<file path="src/design/rmss_pkg.sv">
// Shared constants, types and state codes for the running median block.
// Used by the stream interfaces, the sorting cell and the top level.
package rmss_pkg;

  // Number of samples the store can hold.
  localparam int CAPACITY = 1024;
  // Width of one sample and of one median.
  localparam int DATA_W = 32;
  // Width of counts and cell positions, wide enough to hold CAPACITY itself.
  localparam int CNT_W = $clog2(CAPACITY + 1);
  // Cell that always holds the lower middle element.
  localparam int MID_POS = (CAPACITY - 1) / 2;
  // Lower edge of the empty store: one above the middle cell.
  localparam int START_EDGE = MID_POS + 1;

  typedef logic signed [DATA_W-1:0] sample_t;

  // Sequencer states: take a word, then form the median.
  typedef enum logic {
    S_IDLE,
    S_CALC
  } state_t;

  // Broadcast control for the row of cells.
  typedef struct packed {
    logic    insert;
    logic    shift_down;
    sample_t sample;
  } cell_ctrl_t;

  // What one cell shows its neighbours.
  typedef struct packed {
    sample_t value;
    logic    above;
    logic    not_above;
  } cell_link_t;

endpackage

</file>
<file path="src/design/rmss_cell.sv">
// One cell of the sorted store: holds a single sample and takes part in
// insertion by shifting towards or away from the middle. Depends on rmss_pkg.
module rmss_cell (
  input  logic                       clk,
  input  rmss_pkg::cell_ctrl_t       ctrl,
  input  logic [rmss_pkg::CNT_W-1:0] pos,
  input  logic [rmss_pkg::CNT_W-1:0] low_edge,
  input  logic [rmss_pkg::CNT_W-1:0] high_edge,
  input  rmss_pkg::cell_link_t       from_below,
  input  rmss_pkg::cell_link_t       from_above,
  output rmss_pkg::cell_link_t       link
);

  rmss_pkg::sample_t value;
  rmss_pkg::sample_t value_next;
  logic              occupied;
  logic              at_low;
  logic              at_high;
  logic              greater;
  logic              write_en;

  // Occupancy follows from the lower and upper bounds of the stored run.
  assign occupied = (pos >= low_edge) && (pos < high_edge);
  assign at_low   = ((pos + rmss_pkg::CNT_W'(1)) == low_edge);
  assign at_high  = (pos == high_edge);
  assign greater  = value > ctrl.sample;

  assign link.value     = value;
  assign link.above     = occupied && greater;
  assign link.not_above = occupied && !greater;

  // Shifting down moves every value not above the sample one place lower;
  // shifting up moves every value above it one place higher.
  always_comb begin
    if (ctrl.shift_down) begin
      write_en   = link.not_above || at_low;
      value_next = from_above.not_above ? from_above.value : ctrl.sample;
    end else begin
      write_en   = link.above || at_high;
      value_next = from_below.above ? from_below.value : ctrl.sample;
    end
  end

  always_ff @(posedge clk) begin
    if (ctrl.insert && write_en) begin
      value <= value_next;
    end
  end

endmodule

</file>
<file path="config.mk">
export PLATFORM = sky130hd
export DESIGN_NAME = rmss_cell
export DESIGN_NICKNAME = d
export VERILOG_FILES = /design/src/design/rmss_pkg.sv /design/src/design/rmss_cell.sv
export SDC_FILE = /design/constraint.sdc
export NUM_CORES = 1
export LEC_CHECK = 0
export ABC_AREA = 0
export BUFFER_PORTS_ARGS = -buffer_cell sky130_fd_sc_hd__buf_4
export CAP_MARGIN = 10
export CORE_MARGIN = 2
export CORE_UTILIZATION = 25
export DETAILED_ROUTE_END_ITERATION = 8
export GPL_TIMING_DRIVEN = 0
export HOLD_SLACK_MARGIN = 0.1
export SYNTH_ARGS = -nofsm -noshare
export SYNTH_HDL_FRONTEND = slang
export SYNTH_SLANG_ARGS = --single-unit
</file>
<file path="constraint.sdc">
create_clock -name clk -period 12.25 [get_ports clk]
set_clock_uncertainty 0.15 [all_clocks]
set_input_delay 3.675 -clock clk [delete_from_list [all_inputs] [get_ports clk]]
set_output_delay 3.675 -clock clk [all_outputs]
set_load 0.02 [all_outputs]
</file>
==> reports/results.txt <==
status: complete, no violations
DP HPWL: 10400 um
Required @ worst endpoint: 8.42 ns
Setup TNS: 0 ns
Max Fclk: 0.106 GHz
largest fanout on the critical path: 3
Multi-input gate area: 0.00234 mm2
# resized after CTS: 0
RSZ-0062 raised after global routing: no
Top FF cell, synth: edfxtp_1
biggest regs: value x32
kind of critical path: primary input to primary output
detailed-route DRC error count: 0
chip height: 124 um
WL per Instance: 16.2 um
CTS tree: built
initial antenna violation count: 0
total track usage: 0.165
final hold violation count: 0
# clock sinks: 32
share of cells above drive strength 1: 0.299
initial DRC count: 173
max reg flops: 32
Relative slew margins: 0.425
number of global-route vias before repair: 3826
die width: 124 um
area added between synthesis and finish: 44.7%
Critical-path top delay cell: or4b_4
Layout Utilization: 0.372
Period minus WS final: 9.44 ns
Reg with most FFs: value
CP Launch Type: primary input
Slew Viols, Final: 0
Synth cell types: 44
setup bufs post-CTS: 0
Num CTS Buffers: 5
max cap viols: 0
Starting Density: 0.257
cts hold-fix bufs: 0
number of synthesized register bits: 32
max incr delay on CP: 0.51 ns
vias post-DR: 3756
first-pass GRT wire length: 19600 um
Mapped Area: 0.00358 mm2
asr flop ratio synth: 0
Seq/Total Area, Yosys: 0.268
HP Class: register to register
Reg area: 961 um2
Mapped Avg Cell Area: 8.55 um2
number of inserted diodes: 0
final worst-path cycle share: 0.770
number of port buffers: 165
die area: 0.0153 mm2
# rows: 43
largest net degree at the start of global routing: 33
syn_nets: 610
Clock Tree Buf Depth: 2
Pre-antenna DRT Iters: 4
Root Driver: clkbuf_16
P per Cell Area: 73.5 mW/mm2
crit path DAT: 5.61 ns
worst skew pair latency: 0.28 ns
# setup viols final: 0
gate count of the mapped netlist: 419
Worst-path clk slew: 0.06 ns
Via density: 4.87
critical path's top delay family: simple AND/OR/NAND/NOR gates
core area: 0.0139 mm2
H-tree levels: 2
Top Ports: 170
worst-path cell chain: buf_4 -> inv_1 -> ha_1 -> a21oi_1 -> nand2_1 -> a21oi_1 -> or4b_4 -> a31oi_4 -> and2_2 -> buf_4
crit path capture type: primary output
Detail Route Antenna Nets: 0
Yosys warnings: 0
Overflow after GRT: 0
Nets: 782
total power: 381 uW
GPL Wtd Cong: 0.818
Filler Cells Inserted: 1459
Post-Route WL: 12500 um
number of synthesized flops with an enable pin: 32
Peak VDD IR: 0.0383 mV
Static Leak: 2.45 nW
Worst Path Buf+Inv: 3
Worst Max-Slew Pin Slew: 0.863 ns
layout make-up:
cell class,instances,area share
multi-input cells,311,0.451
repair buffers,165,0.239
flip-flops and latches,32,0.185
well taps,180,0.0434
inverters,58,0.0420
clock buffers,7,0.0256
plain buffers,18,0.0133
clock inverters,1,0.000724
power by group:
part / total (mW) / internal, mW / switching [mW]
clock network: 0.121 / 0.0748 / 0.0464
logic: 0.131 / 0.0648 / 0.0660
registers: 0.129 / 0.127 / 0.00216
cell families after synthesis:
family | share of synthesized area
compound gates | 0.218
simple gates | 0.134
buf+inv | 0.0800
fa+ha+maj | 0.192
flops | 0.268
mux | 0.0838
xor+xnor | 0.0244
cells in the final DEF (no fill, tap or decap), drive strengths merged, types with 2 or more instances in the layout:
master,instances
o211ai,3
a2111oi,2
xor2,4
ha,55
clkbuf,23
nand2,11
a21oi,49
a22o,2
buf,167
mux2i,30
a31oi,7
nor4,4
nand3,13
edfxtp,32
nor3,3
nand4,13
nor2,35
a21o,3
a221oi,2
xnor2,6
a211oi,32
o22ai,3
nor2b,5
nand2b,4
inv,58
o21ai,12
layer usage:
layer	part of all wire	wire length (um)	track usage	vias up
li1	-	-	-	1901
met2	0.47	5910	0.281	121
met5	0	0	0	-
met3	0.081	1020	0.0394	4
met4	0.0056	70	0.0355	0
met1	0.44	5540	0.212	1730
tightest hold or removal path, stage by stage (launching register included):
cell and delay (ns):
edfxtp_1 0.36, ha_1 0.15, a21oi_1 0.05, or4b_4 0.21, a31oi_4 0.10, xnor2_1 0.13, a311o_2 0.70
synth_stat cells (4+ instances only):
library cell,number,area share
nand2_1,11,0.012
a21oi_1,49,0.068
mux2i_1,30,0.084
edfxtp_1,32,0.27
ha_1,55,0.19
a211oi_1,32,0.067
nor2b_1,5,0.0087
nand2b_1,4,0.0070
clkbuf_1,16,0.017
nand4_1,13,0.023
nor2_1,35,0.037
inv_1,58,0.061
nand3_1,13,0.018
o21ai_0,11,0.015
xnor2_1,6,0.015
a31oi_1,6,0.010
xor2_1,4,0.0098
metrics by stage:
stage               hold WS [ns]  setup WS [ns]  instance area [um2]  instances
global placement            2.18           2.81                 5050        764
floorplan                   1.92           3.15                 3580        419
CTS                         1.90           2.81                 5180        772
finish                      1.85           2.81                 5180        772
global route                2.00           2.65                 5180        772
detailed placement          1.89           2.82                 5050        764
final timing paths:
check        startpoint   endpoint  slack, ns  depth (start not counted)
max            ctrl[14]    link[0]       2.81                         10
min           value[15]   value[2]       1.85                          6
max reg2reg   value[14]  value[17]       8.90                          8
min reg2reg   value[15]   value[2]       1.85                          6
Note: power is estimated with default switching activity, not from simulation.
